===== src/hdl/cfir_pkg.sv =====
// Shared constants, codes, state types and width helpers of the centered FIR core.
// No dependencies; used by every module of the block by scoped names.
`default_nettype none

package cfir_pkg;

  // Default sizes and fixed formats
  localparam int MAX_TAPS    = 33;
  localparam int SAMPLE_BITS = 16;
  localparam int TAP_BITS    = 18;
  localparam int FRAC_BITS   = 16;   // taps are Q2.16
  localparam int CFG_BITS    = 5;
  localparam int INDEX_BITS  = 6;
  localparam int QUEUE_DEPTH = 2;

  // Request command codes
  typedef enum logic {
    CMD_LOAD   = 1'b0,
    CMD_SAMPLE = 1'b1
  } cmd_e;

  // Front sequencer states
  typedef enum logic {
    F_IDLE,
    F_ISSUE
  } front_state_e;

  // Back MAC engine states
  typedef enum logic [1:0] {
    B_IDLE,
    B_RUN,
    B_DRAIN,
    B_OUT
  } back_state_e;

  // Bits to hold the values 0 .. n-1, at least one.
  function automatic int bits_for(input int n);
    return (n > 1) ? $clog2(n) : 1;
  endfunction

  // Largest usable half width for a given tap count.
  function automatic int half_max(input int taps);
    return (taps - 1) >> 1;
  endfunction

  // Width of one packed job: distance, half width, write pointer, last flag.
  function automatic int job_bits(input int taps);
    return 2 * bits_for(half_max(taps) + 1) + bits_for(taps) + 1;
  endfunction

endpackage

`default_nettype wire


===== src/hdl/cfir_ram.sv =====
// Generic single-write, single-read RAM with registered read data.
// Depends on cfir_pkg for the address width helper.
`default_nettype none

module cfir_ram #(
  parameter int WIDTH = 8,
  parameter int DEPTH = 2,
  localparam int AW   = cfir_pkg::bits_for(DEPTH)
) (
  input  wire logic             clk_i,
  input  wire logic             we_i,
  input  wire logic [AW-1:0]    waddr_i,
  input  wire logic [WIDTH-1:0] wdata_i,
  input  wire logic [AW-1:0]    raddr_i,
  output logic      [WIDTH-1:0] rdata_o
);

  logic [WIDTH-1:0] mem_q [DEPTH];
  logic [WIDTH-1:0] rdata_q;

  // Write port and registered read port
  always_ff @(posedge clk_i) begin
    if (we_i) begin
      mem_q[waddr_i] <= wdata_i;
    end
    rdata_q <= mem_q[raddr_i];
  end

  assign rdata_o = rdata_q;

endmodule

`default_nettype wire


===== src/hdl/cfir_fifo.sv =====
// Small register FIFO used for the job queue and the result queue.
// Depends on cfir_pkg for the pointer width helper.
`default_nettype none

module cfir_fifo #(
  parameter int WIDTH = 8,
  parameter int DEPTH = 2,
  localparam int PW   = cfir_pkg::bits_for(DEPTH),
  localparam int CW   = cfir_pkg::bits_for(DEPTH + 1)
) (
  input  wire logic             clk_i,
  input  wire logic             rst_ni,
  input  wire logic             push_i,
  input  wire logic [WIDTH-1:0] data_i,
  output logic                  full_o,
  input  wire logic             pop_i,
  output logic      [WIDTH-1:0] data_o,
  output logic                  empty_o
);

  logic [WIDTH-1:0] slot_q [DEPTH];
  logic [PW-1:0]    wr_q, wr_d, rd_q, rd_d;
  logic [CW-1:0]    cnt_q, cnt_d;
  logic             do_push, do_pop;

  assign full_o  = (cnt_q == CW'(DEPTH));
  assign empty_o = (cnt_q == '0);
  assign do_push = push_i && !full_o;
  assign do_pop  = pop_i && !empty_o;
  assign data_o  = slot_q[rd_q];

  // Pointer and count update
  always_comb begin
    wr_d  = wr_q;
    rd_d  = rd_q;
    cnt_d = cnt_q;
    if (do_push) begin
      wr_d = (wr_q == PW'(DEPTH - 1)) ? '0 : wr_q + 1'b1;
    end
    if (do_pop) begin
      rd_d = (rd_q == PW'(DEPTH - 1)) ? '0 : rd_q + 1'b1;
    end
    case ({do_push, do_pop})
      2'b10:   cnt_d = cnt_q + 1'b1;
      2'b01:   cnt_d = cnt_q - 1'b1;
      default: cnt_d = cnt_q;
    endcase
  end

  always_ff @(posedge clk_i or negedge rst_ni) begin
    if (!rst_ni) begin
      wr_q  <= '0;
      rd_q  <= '0;
      cnt_q <= '0;
    end else begin
      wr_q  <= wr_d;
      rd_q  <= rd_d;
      cnt_q <= cnt_d;
    end
  end

  // Storage, no reset
  always_ff @(posedge clk_i) begin
    if (do_push) begin
      slot_q[wr_q] <= data_i;
    end
  end

endmodule

`default_nettype wire


===== src/hdl/cfir_front.sv =====
// Front end: takes requests, loads taps, writes the sample window and issues
// one MAC job per output. Depends on cfir_pkg.
`default_nettype none

module cfir_front #(
  parameter int MAX_TAPS    = cfir_pkg::MAX_TAPS,
  parameter int SAMPLE_BITS = cfir_pkg::SAMPLE_BITS,
  parameter int TAP_BITS    = cfir_pkg::TAP_BITS,
  localparam int AW         = cfir_pkg::bits_for(MAX_TAPS),
  localparam int JOB_W      = cfir_pkg::job_bits(MAX_TAPS)
) (
  input  wire logic                                 clk_i,
  input  wire logic                                 rst_ni,
  // configuration
  input  wire logic                                 cfg_valid_i,
  output logic                                      cfg_ready_o,
  input  wire logic [cfir_pkg::CFG_BITS-1:0]        cfg_half_width_i,
  // request channel
  input  wire logic                                 push_i,
  output logic                                      full_o,
  input  wire logic                                 command_i,
  input  wire logic [cfir_pkg::INDEX_BITS-1:0]      tap_index_i,
  input  wire logic signed [TAP_BITS-1:0]           tap_value_i,
  input  wire logic signed [SAMPLE_BITS-1:0]        sample_i,
  input  wire logic                                 end_of_sequence_i,
  // back end status and job queue
  input  wire logic                                 back_busy_i,
  input  wire logic                                 job_full_i,
  input  wire logic                                 job_empty_i,
  output logic                                      job_push_o,
  output logic      [JOB_W-1:0]                     job_data_o,
  // sample window write
  output logic                                      win_we_o,
  output logic      [AW-1:0]                        win_waddr_o,
  output logic      [SAMPLE_BITS-1:0]               win_wdata_o,
  output logic      [MAX_TAPS-1:0]                  win_valid_o,
  // coefficient write
  output logic                                      coef_we_o,
  output logic      [AW-1:0]                        coef_waddr_o,
  output logic      [TAP_BITS-1:0]                  coef_wdata_o
);

  localparam int HALF_MAX = cfir_pkg::half_max(MAX_TAPS);
  localparam int HW       = cfir_pkg::bits_for(HALF_MAX + 1);
  localparam int SW       = cfir_pkg::bits_for(HALF_MAX + 2);

  typedef struct packed {
    logic [HW-1:0] lag;
    logic [HW-1:0] half;
    logic [AW-1:0] wptr;
    logic          last;
  } job_t;

  cfir_pkg::front_state_e f_state_q, f_state_d;

  logic [cfir_pkg::CFG_BITS-1:0] cfg_q, cfg_d;
  logic [AW-1:0]       wp_q, wp_d, wp_eff;
  logic [SW-1:0]       seen_q, seen_d, seen_eff;
  logic [MAX_TAPS-1:0] valid_q, valid_d, valid_eff;
  logic                clr_q, clr_d;
  logic [HW-1:0]       d_q, d_d, h_q, h_d, h_eff;
  logic                flush_q, flush_d;
  logic [SW:0]         seen_inc, seen_cap, seen_new;
  logic                in_ready, take, take_sample, take_load, job_needed, issue_done;
  job_t                job;

  // Handshake and classification
  assign in_ready    = (f_state_q == cfir_pkg::F_IDLE) && job_empty_i && !back_busy_i;
  assign take        = push_i && in_ready;
  assign take_sample = take && (command_i == cfir_pkg::CMD_SAMPLE);
  assign take_load   = take && (command_i == cfir_pkg::CMD_LOAD);
  assign issue_done  = !job_full_i && ((d_q == '0) || !flush_q);

  // Effective half width, sequence state with a pending clear folded in
  assign h_eff     = (int'(cfg_q) > HALF_MAX) ? HW'(HALF_MAX) : HW'(cfg_q);
  assign wp_eff    = clr_q ? '0 : wp_q;
  assign seen_eff  = clr_q ? '0 : seen_q;
  assign valid_eff = clr_q ? '0 : valid_q;
  assign seen_inc  = (SW + 1)'(seen_eff) + 1'b1;
  assign seen_cap  = (SW + 1)'(h_eff) + 1'b1;
  assign seen_new  = (seen_inc > seen_cap) ? seen_cap : seen_inc;
  assign job_needed = end_of_sequence_i || (seen_new == seen_cap);

  // Next state
  always_comb begin
    f_state_d = f_state_q;
    unique case (f_state_q)
      cfir_pkg::F_IDLE: begin
        if (take_sample && job_needed) begin
          f_state_d = cfir_pkg::F_ISSUE;
        end
      end
      cfir_pkg::F_ISSUE: begin
        if (issue_done) begin
          f_state_d = cfir_pkg::F_IDLE;
        end
      end
      default: f_state_d = cfir_pkg::F_IDLE;
    endcase
  end

  // Outputs
  always_comb begin
    job.lag      = d_q;
    job.half     = h_q;
    job.wptr     = wp_q;
    job.last     = flush_q && (d_q == '0);
    job_data_o   = job;
    job_push_o   = (f_state_q == cfir_pkg::F_ISSUE) && !job_full_i;
    full_o       = !in_ready;
    cfg_ready_o  = 1'b1;
    win_we_o     = take_sample;
    win_waddr_o  = wp_eff;
    win_wdata_o  = sample_i;
    win_valid_o  = valid_q;
    coef_we_o    = take_load && (int'(tap_index_i) < MAX_TAPS);
    coef_waddr_o = AW'(tap_index_i);
    coef_wdata_o = tap_value_i;
  end

  // Sequence bookkeeping
  always_comb begin
    cfg_d   = cfg_q;
    wp_d    = wp_q;
    seen_d  = seen_q;
    valid_d = valid_q;
    clr_d   = clr_q;
    d_d     = d_q;
    h_d     = h_q;
    flush_d = flush_q;
    if (cfg_valid_i) begin
      cfg_d = cfg_half_width_i;
    end
    if (take_sample) begin
      valid_d         = valid_eff;
      valid_d[wp_eff] = 1'b1;
      wp_d    = (wp_eff == AW'(MAX_TAPS - 1)) ? '0 : wp_eff + 1'b1;
      seen_d  = SW'(seen_new);
      clr_d   = 1'b0;
      h_d     = h_eff;
      flush_d = end_of_sequence_i;
      d_d     = end_of_sequence_i ? HW'(seen_new - 1'b1) : h_eff;
    end
    // walk the flush distances down to zero
    if (job_push_o) begin
      if (issue_done) begin
        clr_d = flush_q;
      end else begin
        d_d = d_q - 1'b1;
      end
    end
  end

  always_ff @(posedge clk_i or negedge rst_ni) begin
    if (!rst_ni) begin
      f_state_q <= cfir_pkg::F_IDLE;
      cfg_q     <= '0;
      wp_q      <= '0;
      seen_q    <= '0;
      valid_q   <= '0;
      clr_q     <= 1'b0;
      d_q       <= '0;
      h_q       <= '0;
      flush_q   <= 1'b0;
    end else begin
      f_state_q <= f_state_d;
      cfg_q     <= cfg_d;
      wp_q      <= wp_d;
      seen_q    <= seen_d;
      valid_q   <= valid_d;
      clr_q     <= clr_d;
      d_q       <= d_d;
      h_q       <= h_d;
      flush_q   <= flush_d;
    end
  end

endmodule

`default_nettype wire


===== src/hdl/cfir_back.sv =====
// Back end: one shared multiply-accumulate walks the taps of each job, then
// rounds and saturates the sum. Depends on cfir_pkg.
`default_nettype none

module cfir_back #(
  parameter int MAX_TAPS    = cfir_pkg::MAX_TAPS,
  parameter int SAMPLE_BITS = cfir_pkg::SAMPLE_BITS,
  parameter int TAP_BITS    = cfir_pkg::TAP_BITS,
  localparam int AW         = cfir_pkg::bits_for(MAX_TAPS),
  localparam int JOB_W      = cfir_pkg::job_bits(MAX_TAPS)
) (
  input  wire logic                   clk_i,
  input  wire logic                   rst_ni,
  // job queue
  input  wire logic                   job_empty_i,
  output logic                        job_pop_o,
  input  wire logic [JOB_W-1:0]       job_data_i,
  // window and coefficient reads
  input  wire logic [MAX_TAPS-1:0]    win_valid_i,
  output logic      [AW-1:0]          win_raddr_o,
  input  wire logic [SAMPLE_BITS-1:0] win_rdata_i,
  output logic      [AW-1:0]          coef_raddr_o,
  input  wire logic [TAP_BITS-1:0]    coef_rdata_i,
  // status and result queue
  output logic                        busy_o,
  input  wire logic                   res_full_i,
  output logic                        res_push_o,
  output logic      [SAMPLE_BITS:0]   res_data_o
);

  localparam int HALF_MAX = cfir_pkg::half_max(MAX_TAPS);
  localparam int HW       = cfir_pkg::bits_for(HALF_MAX + 1);
  localparam int PW       = AW + 1;
  localparam int FRAC     = cfir_pkg::FRAC_BITS;
  localparam int PROD_W   = SAMPLE_BITS + TAP_BITS;
  localparam int ACC_W    = PROD_W + cfir_pkg::bits_for(MAX_TAPS + 1);
  localparam int QW       = ACC_W + 1 - FRAC;
  localparam int EW       = (QW > SAMPLE_BITS) ? QW : SAMPLE_BITS + 1;

  localparam logic signed [ACC_W:0] RND_BIAS =
    {{(ACC_W + 1 - FRAC){1'b0}}, 1'b1, {(FRAC - 1){1'b0}}};
  localparam logic signed [EW-1:0] SAT_HI =
    {{(EW - SAMPLE_BITS + 1){1'b0}}, {(SAMPLE_BITS - 1){1'b1}}};
  localparam logic signed [EW-1:0] SAT_LO = ~SAT_HI;

  typedef struct packed {
    logic [HW-1:0] lag;
    logic [HW-1:0] half;
    logic [AW-1:0] wptr;
    logic          last;
  } job_t;

  cfir_pkg::back_state_e b_state_q, b_state_d;

  job_t                      job;
  logic [AW-1:0]             addr_q, addr_d, j_q, j_d, n_q, n_d;
  logic                      last_q, last_d;
  logic                      ok_q, s1_v_q, s2_v_q;
  logic signed [PROD_W-1:0]  prod_q, prod_d;
  logic signed [ACC_W-1:0]   acc_q, acc_d;
  logic signed [SAMPLE_BITS-1:0] smp;
  logic signed [TAP_BITS-1:0]    cof;
  logic [HW:0]               span;
  logic [PW-1:0]             base, first;
  logic                      start, issue;
  logic signed [ACC_W:0]     rnd, shr;
  logic signed [EW-1:0]      q;
  logic [SAMPLE_BITS-1:0]    filt;

  assign job   = job_t'(job_data_i);
  assign start = (b_state_q == cfir_pkg::B_IDLE) && !job_empty_i;
  assign issue = (b_state_q == cfir_pkg::B_RUN);

  // First window address: oldest sample that meets tap zero
  assign span  = (HW + 1)'(job.lag) + (HW + 1)'(job.half);
  assign base  = PW'(job.wptr) + PW'(MAX_TAPS - 1) - PW'(span);
  assign first = (base >= PW'(MAX_TAPS)) ? base - PW'(MAX_TAPS) : base;

  // Next state
  always_comb begin
    b_state_d = b_state_q;
    unique case (b_state_q)
      cfir_pkg::B_IDLE:  if (!job_empty_i) b_state_d = cfir_pkg::B_RUN;
      cfir_pkg::B_RUN:   if (j_q == n_q) b_state_d = cfir_pkg::B_DRAIN;
      cfir_pkg::B_DRAIN: if (!s1_v_q && !s2_v_q) b_state_d = cfir_pkg::B_OUT;
      cfir_pkg::B_OUT:   if (!res_full_i) b_state_d = cfir_pkg::B_IDLE;
      default:           b_state_d = cfir_pkg::B_IDLE;
    endcase
  end

  // Outputs
  always_comb begin
    job_pop_o    = start;
    busy_o       = (b_state_q != cfir_pkg::B_IDLE);
    res_push_o   = (b_state_q == cfir_pkg::B_OUT) && !res_full_i;
    res_data_o   = {last_q, filt};
    win_raddr_o  = addr_q;
    coef_raddr_o = j_q;
  end

  // Tap walk counters
  always_comb begin
    addr_d = addr_q;
    j_d    = j_q;
    n_d    = n_q;
    last_d = last_q;
    if (start) begin
      addr_d = AW'(first);
      j_d    = '0;
      n_d    = AW'(span);
      last_d = job.last;
    end else if (issue) begin
      addr_d = (addr_q == AW'(MAX_TAPS - 1)) ? '0 : addr_q + 1'b1;
      j_d    = j_q + 1'b1;
    end
  end

  // Multiply on registered RAM data; entries never written read as zero
  always_comb begin
    smp    = ok_q ? $signed(win_rdata_i) : '0;
    cof    = $signed(coef_rdata_i);
    prod_d = smp * cof;
    acc_d  = acc_q;
    if (start) begin
      acc_d = '0;
    end else if (s2_v_q) begin
      acc_d = acc_q + ACC_W'(prod_q);
    end
  end

  // Round to nearest, ties up, then saturate
  always_comb begin
    rnd  = (ACC_W + 1)'(acc_q) + RND_BIAS;
    shr  = rnd >>> FRAC;
    q    = EW'(shr);
    if (q > SAT_HI) begin
      filt = SAT_HI[SAMPLE_BITS-1:0];
    end else if (q < SAT_LO) begin
      filt = SAT_LO[SAMPLE_BITS-1:0];
    end else begin
      filt = q[SAMPLE_BITS-1:0];
    end
  end

  always_ff @(posedge clk_i or negedge rst_ni) begin
    if (!rst_ni) begin
      b_state_q <= cfir_pkg::B_IDLE;
      s1_v_q    <= 1'b0;
      s2_v_q    <= 1'b0;
      addr_q    <= '0;
      j_q       <= '0;
      n_q       <= '0;
      last_q    <= 1'b0;
    end else begin
      b_state_q <= b_state_d;
      s1_v_q    <= issue;
      s2_v_q    <= s1_v_q;
      addr_q    <= addr_d;
      j_q       <= j_d;
      n_q       <= n_d;
      last_q    <= last_d;
    end
  end

  // Datapath registers
  always_ff @(posedge clk_i) begin
    ok_q   <= win_valid_i[addr_q];
    prod_q <= prod_d;
    acc_q  <= acc_d;
  end

endmodule

`default_nettype wire


===== src/hdl/centered_fir_convolution_core.sv =====
// Top level of the centered, zero-padded, same-length FIR core.
// Depends on cfir_pkg, cfir_front, cfir_back, cfir_fifo and cfir_ram.
//
//  channel   handshake              payload
//  ------    ---------------------  ---------------------------------------------
//  config    cfg_valid / cfg_ready  cfg_half_width_i
//  request   push / full            command_i tap_index_i tap_value_i sample_i
//                                   end_of_sequence_i
//  result    empty / pop            filtered_o last_output_o
//
// Loads and samples that produce no output leave the request port open. The output lying d
// samples behind the newest is computed by the single MAC walking d + h + 1 taps
// from the window and coefficient RAMs; a sample with one output walks 2h + 1 taps,
// and a flush walks the taps of each of its outputs in turn.
// Reset clears the window valid bits at once; no clearing pass is needed.
// A result waits on the ports until popped; the MAC holds when the result queue fills.
`default_nettype none

module centered_fir_convolution_core #(
  parameter int MAX_TAPS    = cfir_pkg::MAX_TAPS,
  parameter int SAMPLE_BITS = cfir_pkg::SAMPLE_BITS,
  parameter int TAP_BITS    = cfir_pkg::TAP_BITS
) (
  input  wire logic                            clk_i,
  input  wire logic                            rst_ni,
  input  wire logic                            cfg_valid,
  output logic                                 cfg_ready,
  input  wire logic [cfir_pkg::CFG_BITS-1:0]   cfg_half_width_i,
  input  wire logic                            push,
  output logic                                 full,
  input  wire logic                            command_i,
  input  wire logic [cfir_pkg::INDEX_BITS-1:0] tap_index_i,
  input  wire logic signed [TAP_BITS-1:0]      tap_value_i,
  input  wire logic signed [SAMPLE_BITS-1:0]   sample_i,
  input  wire logic                            end_of_sequence_i,
  output logic                                 empty,
  input  wire logic                            pop,
  output logic signed [SAMPLE_BITS-1:0]        filtered_o,
  output logic                                 last_output_o
);

  localparam int AW    = cfir_pkg::bits_for(MAX_TAPS);
  localparam int JOB_W = cfir_pkg::job_bits(MAX_TAPS);

  logic                   back_busy;
  logic                   job_full, job_empty, job_push, job_pop;
  logic [JOB_W-1:0]       job_wdata, job_rdata;
  logic                   win_we, coef_we;
  logic [AW-1:0]          win_waddr, win_raddr, coef_waddr, coef_raddr;
  logic [SAMPLE_BITS-1:0] win_wdata, win_rdata;
  logic [TAP_BITS-1:0]    coef_wdata, coef_rdata;
  logic [MAX_TAPS-1:0]    win_valid;
  logic                   res_full, res_push;
  logic [SAMPLE_BITS:0]   res_wdata, res_rdata;

  // Request intake and job issue
  cfir_front #(
    .MAX_TAPS    (MAX_TAPS),
    .SAMPLE_BITS (SAMPLE_BITS),
    .TAP_BITS    (TAP_BITS)
  ) u_front (
    .clk_i             (clk_i),
    .rst_ni            (rst_ni),
    .cfg_valid_i       (cfg_valid),
    .cfg_ready_o       (cfg_ready),
    .cfg_half_width_i  (cfg_half_width_i),
    .push_i            (push),
    .full_o            (full),
    .command_i         (command_i),
    .tap_index_i       (tap_index_i),
    .tap_value_i       (tap_value_i),
    .sample_i          (sample_i),
    .end_of_sequence_i (end_of_sequence_i),
    .back_busy_i       (back_busy),
    .job_full_i        (job_full),
    .job_empty_i       (job_empty),
    .job_push_o        (job_push),
    .job_data_o        (job_wdata),
    .win_we_o          (win_we),
    .win_waddr_o       (win_waddr),
    .win_wdata_o       (win_wdata),
    .win_valid_o       (win_valid),
    .coef_we_o         (coef_we),
    .coef_waddr_o      (coef_waddr),
    .coef_wdata_o      (coef_wdata)
  );

  // Job queue between front and back
  cfir_fifo #(
    .WIDTH (JOB_W),
    .DEPTH (cfir_pkg::QUEUE_DEPTH)
  ) u_job_q (
    .clk_i   (clk_i),
    .rst_ni  (rst_ni),
    .push_i  (job_push),
    .data_i  (job_wdata),
    .full_o  (job_full),
    .pop_i   (job_pop),
    .data_o  (job_rdata),
    .empty_o (job_empty)
  );

  // Sample window and coefficient store
  cfir_ram #(
    .WIDTH (SAMPLE_BITS),
    .DEPTH (MAX_TAPS)
  ) u_win_ram (
    .clk_i   (clk_i),
    .we_i    (win_we),
    .waddr_i (win_waddr),
    .wdata_i (win_wdata),
    .raddr_i (win_raddr),
    .rdata_o (win_rdata)
  );

  cfir_ram #(
    .WIDTH (TAP_BITS),
    .DEPTH (MAX_TAPS)
  ) u_coef_ram (
    .clk_i   (clk_i),
    .we_i    (coef_we),
    .waddr_i (coef_waddr),
    .wdata_i (coef_wdata),
    .raddr_i (coef_raddr),
    .rdata_o (coef_rdata)
  );

  // Shared MAC engine
  cfir_back #(
    .MAX_TAPS    (MAX_TAPS),
    .SAMPLE_BITS (SAMPLE_BITS),
    .TAP_BITS    (TAP_BITS)
  ) u_back (
    .clk_i        (clk_i),
    .rst_ni       (rst_ni),
    .job_empty_i  (job_empty),
    .job_pop_o    (job_pop),
    .job_data_i   (job_rdata),
    .win_valid_i  (win_valid),
    .win_raddr_o  (win_raddr),
    .win_rdata_i  (win_rdata),
    .coef_raddr_o (coef_raddr),
    .coef_rdata_i (coef_rdata),
    .busy_o       (back_busy),
    .res_full_i   (res_full),
    .res_push_o   (res_push),
    .res_data_o   (res_wdata)
  );

  // Result queue toward the consumer
  cfir_fifo #(
    .WIDTH (SAMPLE_BITS + 1),
    .DEPTH (cfir_pkg::QUEUE_DEPTH)
  ) u_res_q (
    .clk_i   (clk_i),
    .rst_ni  (rst_ni),
    .push_i  (res_push),
    .data_i  (res_wdata),
    .full_o  (res_full),
    .pop_i   (pop),
    .data_o  (res_rdata),
    .empty_o (empty)
  );

  assign last_output_o = res_rdata[SAMPLE_BITS];
  assign filtered_o    = res_rdata[SAMPLE_BITS-1:0];

endmodule

`default_nettype wire


===== config.mk =====
export PLATFORM = sky130hd
export DESIGN_NAME = centered_fir_convolution_core
export DESIGN_NICKNAME = d
export VERILOG_FILES = /design/src/hdl/cfir_pkg.sv /design/src/hdl/cfir_ram.sv /design/src/hdl/cfir_fifo.sv /design/src/hdl/cfir_front.sv /design/src/hdl/cfir_back.sv /design/src/hdl/centered_fir_convolution_core.sv
export SDC_FILE = /design/constraint.sdc
export NUM_CORES = 2
export LEC_CHECK = 0
export ABC_CLOCK_PERIOD_IN_PS = 13300
export BUFFER_PORTS_ARGS = -buffer_cell sky130_fd_sc_hd__buf_2
export CORE_AREA = 2 2 370 372
export CTS_CLUSTER_DIAMETER = 150
export DETAILED_ROUTE_END_ITERATION = 12
export DIE_AREA = 0 0 372 374
export PLACE_DENSITY = 0.7
export SLEW_MARGIN = 10
export SYNTH_ARGS = -nofsm -noshare
export SYNTH_HDL_FRONTEND = slang
export SYNTH_SLANG_ARGS = --single-unit

===== constraint.sdc =====
create_clock -name clk_i -period 13.3 [get_ports clk_i]
set_clock_uncertainty 0.15 [all_clocks]
set_input_delay 0.665 -clock clk_i [delete_from_list [all_inputs] [get_ports clk_i]]
set_output_delay 0.665 -clock clk_i [all_outputs]
set_load 0.03 [all_outputs]

== After elaboration in Yosys (flattened, before gate mapping) ==
Memories as Yosys holds them, arrays and structs flattened. A register that Yosys moved wholly into a read port is not among the register bits.
Cells that the tools add are included.
Widths: inputs -> output; s select.

* Memories: 4
* Output and inout bits: 20
* RAM bits: 1190
* Register bits after elaboration: 168

* Bitwise logic cells: 3
* Multipliers: 1
* $lt $le $gt $ge: 9
* $add $sub $neg: 21
* Equal/unequal tests: 17
* Reductions and logical operators: 38
* Multiplexer cells: 48

{| class="wikitable"
|+ Memories
! memory !! words !! width !! rd ports !! clocked after memory_dff !! wr ports !! line !! text
|-
| u_coef_ram.mem_q || 33 || 18 || 1 || 1 || 1 || cfir_ram.sv:18 || <nowiki>logic [WIDTH-1:0] mem_q [DEPTH];</nowiki>
|-
| u_win_ram.mem_q || 33 || 16 || 1 || 1 || 1 || cfir_ram.sv:18 ||
|-
| u_job_q.slot_q || 2 || 17 || 1 || 0 || 1 || cfir_fifo.sv:21 || <nowiki>logic [WIDTH-1:0] slot_q [DEPTH];</nowiki>
|-
| u_res_q.slot_q || 2 || 17 || 1 || 0 || 1 || cfir_fifo.sv:21 ||
|}

{| class="wikitable"
|+ Operator list
! operator !! count
|-
| $mux 6 || 9
|-
| $mux 16 || 3
|-
| $add 40x17->41 const B || 1
|-
| $add 40x34->40 || 1
|-
| $mul 16x18->34 || 1
|-
| $mux 33 || 1
|-
| $or 33x33->33 || 1
|-
| $mux 5 || 6
|-
| $gt 25x16->1 const B || 1
|-
| $lt 25x16->1 const B || 1
|-
| $mux 1 || 19
|-
| $add 6x1->6 const B || 3
|-
| $logic_and 1x1->1 || 18
|-
| $lt 6x7->1 const B || 2
|-
| $add 5x1->6 const B || 2
|-
| $eq 2x2->1 const B || 6
|-
| $eq 6x6->1 || 2
|-
| $eq 6x6->1 const B || 2
|-
| $sub 5x1->5 const B || 2
|-
| $logic_not 1->1 || 9
|-
| $mux 2 || 4
|-
| $pmux 2 s2 || 2
|-
| $pmux 2 s4 || 1
|-
| $reduce_bool 2->1 || 4
|-
| 23 further kinds || 36
|}

== Longest topological paths before layout ==
* Depth in word-level cells: 10
* Mapped depth: 26
* Gate-level depth less buffers: 25

== Cells and area by module ==
A second synthesis with hierarchy kept.

* Cells, all modules: 5023
* Area, all modules: 69487.9 um^2

{| class="wikitable"
|+ By module, submodules not included
! module !! cells each !! area an instance (um^2) !! instances
|-
| cfir_ram (u_coef_ram) || 1266 || 23691.5 || 1
|-
| cfir_ram (u_win_ram) || 1132 || 21071.5 || 1
|-
| cfir_back || 2081 || 18062.3 || 1
|-
| cfir_front || 402 || 3714.8 || 1
|-
| cfir_fifo || 71 || 1473.9 || 2
|}

== Least setup slack after synthesis ==
Ideal clock, no wire load.

* Path kind: flip-flop to flip-flop
* Start point: register u_back.ok_q
* End point: register u_back.prod_q[33]
* Arrival: 6144 ps
* Stages on the path, launching flop included: 22
* Required time: 13078 ps
* Slack: 6934 ps
* Library setup time: 72 ps
* Cells stage by stage: dfxtp_1 -> clkbuf_1 -> and2_1 -> clkbuf_1 -> nand2_1 -> fa_1 -> fa_1 -> fa_1 -> inv_1 -> fa_1 -> fa_1 -> inv_1 -> fa_1 -> inv_1 -> ha_1 -> and3_1 -> nand3_1 -> or4_1 -> a31oi_4 -> a21oi_2 -> o31ai_1 -> xnor2_1

* Word-level cells in the longest chain between the ends: 2

{| class="wikitable"
|+ RTL lines
! element !! line !! text
|-
| from (decl) || cfir_back.sv:58 || <nowiki>logic ok_q, s1_v_q, s2_v_q;</nowiki>
|-
| from (signal assigned) || cfir_back.sv:167 || <nowiki>ok_q <= win_valid_i[addr_q];</nowiki>
|-
| $mux 16 || cfir_back.sv:120 || <nowiki>smp = ok_q ? $signed(win_rdata_i) : '0;</nowiki>
|-
| $mul 16x18->34 || cfir_back.sv:122 || <nowiki>prod_d = smp * cof;</nowiki>
|-
| via u_back.prod_d[33] || cfir_back.sv:59 || <nowiki>logic signed [PROD_W-1:0] prod_q, prod_d;</nowiki>
|-
| to (signal assigned) || cfir_back.sv:168 || <nowiki>prod_q <= prod_d;</nowiki>
|-
| to (decl) || cfir_back.sv:59 ||
|}

The timed path passes the listed nets, and every way through them passes these cells.
A chain may end at the register's enable or synchronous reset.

== Final worst setup path ==
Same ends and word-level chain as after synthesis.

==> results.toml <==
[critical_path]
worstPathRequired_ns = 13.80
critPathMaxStageDelay_ns = 0.82
cp_max_fo = 82
worstPathCellList = "buf_4, and2_1, nand2_1, inv_1, fa_1, fa_1, fa_1, fa_1, fa_1, inv_1, fa_1, inv_1, ha_1, a21o_1, a21o_1, a21o_1, a21oi_1, o21ai_1, a21oi_2, o31ai_1, xnor2_1"
arrival_ns = 8.28
path_common_cell = "fa_1"
critPathSlowestCell = "fa_1"
end_kind = "flop"
worstSetupPathType = "flop to flop"
worstSetupStartpointType = "flop"

[power]
power.leakage_nw = 27.62
pwr-share-comb_pct = 25.8
ir_drop_uv = 107.2
power_mw = 12.68
power.net_switching_mw = 3.939
powerDensity_mw_per_mm2 = 170.3
seqPwrFrac_pct = 43.6
p_int_mw = 8.737
clockPowerShare_pct = 30.6
swShare_pct = 31.07

[timing]
finalMaxSlewViolations = 0
fin_crit_sh_pct = 58.54
finalSetupTns_ns = 0
rsz0062_at_grt = "false"
finalSetupViolCount = 0
relSlewSlack_pct = 20.60
period_minus_slack_ns = 7.786
hold_viol_final = 0
clock.fmax_mhz = 128.4
worst_slew_pin_slew_ns = 1.188

[cells_and_area]
area_growth_pct = 11.02
drive_above_1_share_pct = 18.56
fin_nets = 4877

[floorplan]
core_mm2 = 0.1350
start_util_pct = 49.68
dieArea_mm2 = 0.1391
die_w_um = 372
rows = 135
die_h_um = 374
io_pins = 72

[yosys]
synth_compound_area_share_pct = 3.771
synthCells = 4252
synth_area_per_cell_um2 = 15.77
synth-simple-area-share_pct = 5.891
synth.distinct_cells = 82
async_reset_ff_share_pct = 6.681
yosys.area.top_type = "edfxtp_1"
synthTopCellsByCount = "edfxtp_1, inv_1, mux4_2, nand2_1, fa_1"
yosys_warnings = 0
synth_flop_cell = "edfxtp_1"
synth.most_common_cell = "edfxtp_1"
synth_area_mm2 = 0.06705
synth_edf_count = 1190
synth-xor-area-share_pct = 1.698
ys_ff_latch = 1392
synthMuxAreaShare_pct = 13.42
yosysSeqAreaShare_pct = 60.02
synth_adder_area_share_pct = 11.83
synth_top_family_by_area = "multiplexers"
synthTopCellsByArea = "edfxtp_1, mux4_2, fa_1"
netlist.area_leader.share_pct = 53.30

[detailed_routing]
dr.pass1.iters = 5
drc = 0
viasPerCell = 5.833
wl_per_cell_um = 24.06
vias = 36556
routed_wl_mm = 150.8
drtIter0Drc = 3544
ant_nets = 0

[global_routing]
grt_max_degree = 83
overflow = 0
grt_first_pass_wirelength_mm = 229.1
track_usage_pct = 22.06
grt_pass1_vias = 37186
antenna_found_initial = 11

[outcome]
status = "completed"

[cts]
cts-root-buf = "clkbuf_16"
clock_path_buffers = 3
worstSkewPairLatency_ns = 0.81
htree_levels = 4
cts_num_sinks = 1392
cts_buffers = 143
cts_tree = "yes"
clkTransAtPathRegs_ns = 0.06

[run]
maxCapViolations = 0

[worst_hold_path]
hold_path.class = "input pin to flop"

[placement]
gp_congestion = 0.8812
portBuffers = 70
dp_hpwl_mm = 92.69
==> power groups by stage <==
| stage | sequential, mW | combinational, mW | clock [mW] |
|---|---|---|---|
| after floorplan | 5.22 | 2.64 | 0 |
| after global placement | 5.59 | 3.25 | 0 |
| after detailed placement | 5.60 | 3.28 | 0 |
| after CTS | 5.51 | 3.31 | 3.96 |
| after global routing | 5.55 | 3.55 | 4.13 |
| final | 5.52 | 3.27 | 3.88 |
==> layout by cell type, fill, tap and decap left out, types with 8 or more instances in the layout <==
cell type and instances:
edfxtp_1 1190, o21a_1 11, and3_1 146, dfxtp_1 108, buf_2 69, nand2b_1 21, buf_4 87, xor2_1 48
nand4_1 22, nor2b_1 23, ha_1 165, or2_2 9, a211oi_1 15, nand2_1 294, mux2i_1 71, o22ai_1 8
xnor2_1 82, dlygate4sd3_1 9, a21o_1 68, mux4_2 350, a21oi_1 93, inv_1 392, o211ai_1 14, nor3_1 23
clkbuf_16 144, a31oi_1 15, and2_1 15, nor2_1 122, clkbuf_1 50, clkinv_2 13, nand3_1 45, nor2_2 55
o21ai_1 61, o21ai_0 56, clkinv_1 21, fa_1 293, clkinv_16 9, mux2_2 35, dfrtp_1 84
==> layer usage <==
| layer | vias to the layer above | global-route usage (%) | part of all wire [%] |
|---|---|---|---|
| met2 | 1303 | 34.93 | 49 |
| met1 | 19033 | 31.40 | 42 |
| met3 | 225 | 3.931 | 7.1 |
| met4 | 4 | 6.642 | 2.5 |
| met5 | - | 0 | 0.017 |
| li1 | 15991 | - | - |
==> layout make-up <==
class | instances | area [um2]
Clock buffer | 201 | 3887
Inverter | 393 | 1475
Tap cell | 1781 | 2228
Clock inverter | 59 | 716.9
Fill cell | 10381 | 60520
Antenna cell | 4 | 10.01
Multi-Input combinational cell | 2272 | 24770
Sequential cell | 1392 | 40270
Timing Repair Buffer | 165 | 1089
==> worst paths after layout <==
path                                          from                            endpoint  slack (ns)  depth (start not counted)
setup / recovery               u_back.ok_q$_DFF_P_           u_back.prod_q[33]$_DFF_P_        5.51                         21
hold / removal                           cfg_valid        u_front.cfg_q[2]$_DFFE_PN0P_        0.07                          2
setup reg to reg               u_back.ok_q$_DFF_P_           u_back.prod_q[33]$_DFF_P_        5.51                         21
hold reg to reg            u_back.s1_v_q$_DFF_PN0_             u_back.s2_v_q$_DFF_PN0_        0.22                          0
max in group asynchronous                   rst_ni  u_back.coef_raddr_o[1]$_DFFE_PN0P_       11.40                          3
min in group asynchronous                   rst_ni       u_front.seen_q[2]$_DFFE_PN0P_        0.32                          2
==> registers in the layout, summed over array words and instances (netlist names), 5 cells and up <==
name / cells
u_back.acc_q: 40
u_back.coef_raddr_o: 6
u_back.n_q: 6
u_back.prod_q: 34
u_back.win_raddr_o: 6
u_coef_ram.mem_q: 594
u_coef_ram.rdata_o: 18
u_front.cfg_q: 5
u_front.d_q: 5
u_front.h_q: 5
u_front.seen_q: 5
u_front.win_valid_o: 33
u_front.wp_q: 6
u_job_q.slot_q: 34
u_res_q.slot_q: 34
u_win_ram.mem_q: 528
u_win_ram.rdata_o: 16
==> critical path: cells and delay by family, from the launching register on <==
family,cells,cell delay [ns]
buffers and inverters,4,0.89
DFF,1,0.69
adders and majority gates,7,3.85
xor gates and xnor gates,1,0.15
and+or+nand+nor,2,0.74
AOI/OAI and AO/OA,7,1.13
==> what timing repair did <==
| action | CTS | global route |
|---|---|---|
| setup buffers | 0 | 0 |
| hold buffers | 9 | 0 |
| hold endpoints to repair | 41 | 0 |
| resized for setup | 0 | 0 |
==> per-stage QoR <==
step | setup slack [ns] | instance area [um2] | util, % | std cells | hold slack (ns)
finish | 5.514 | 74440 | 55.16 | 6267 | 0.06562
global route | 5.082 | 74440 | 55.16 | 6266 | 0.05054
floorplan | 6.934 | 67050 | - | 4253 | 0.1988
CTS | 5.513 | 74430 | 55.15 | 6263 | 0.0003944
detailed placement | 5.586 | 69740 | 51.67 | 5994 | 0.2079
global placement | 5.774 | 69740 | 51.67 | 5994 | 0.2049
==> cells by family (layout without fill, tap and decap cells) <==
logic type | after synthesis | count (layout)
DFF | 1392 | 1392
and+or+nand+nor | 827 | 827
buffers and inverters | 589 | 818
adders and majority gates | 458 | 458
muxes | 457 | 457
AOI/OAI and AO/OA | 398 | 398
xor gates and xnor gates | 130 | 130
other | 1 | 6
Note: power is estimated with default switching activity, not from simulation.
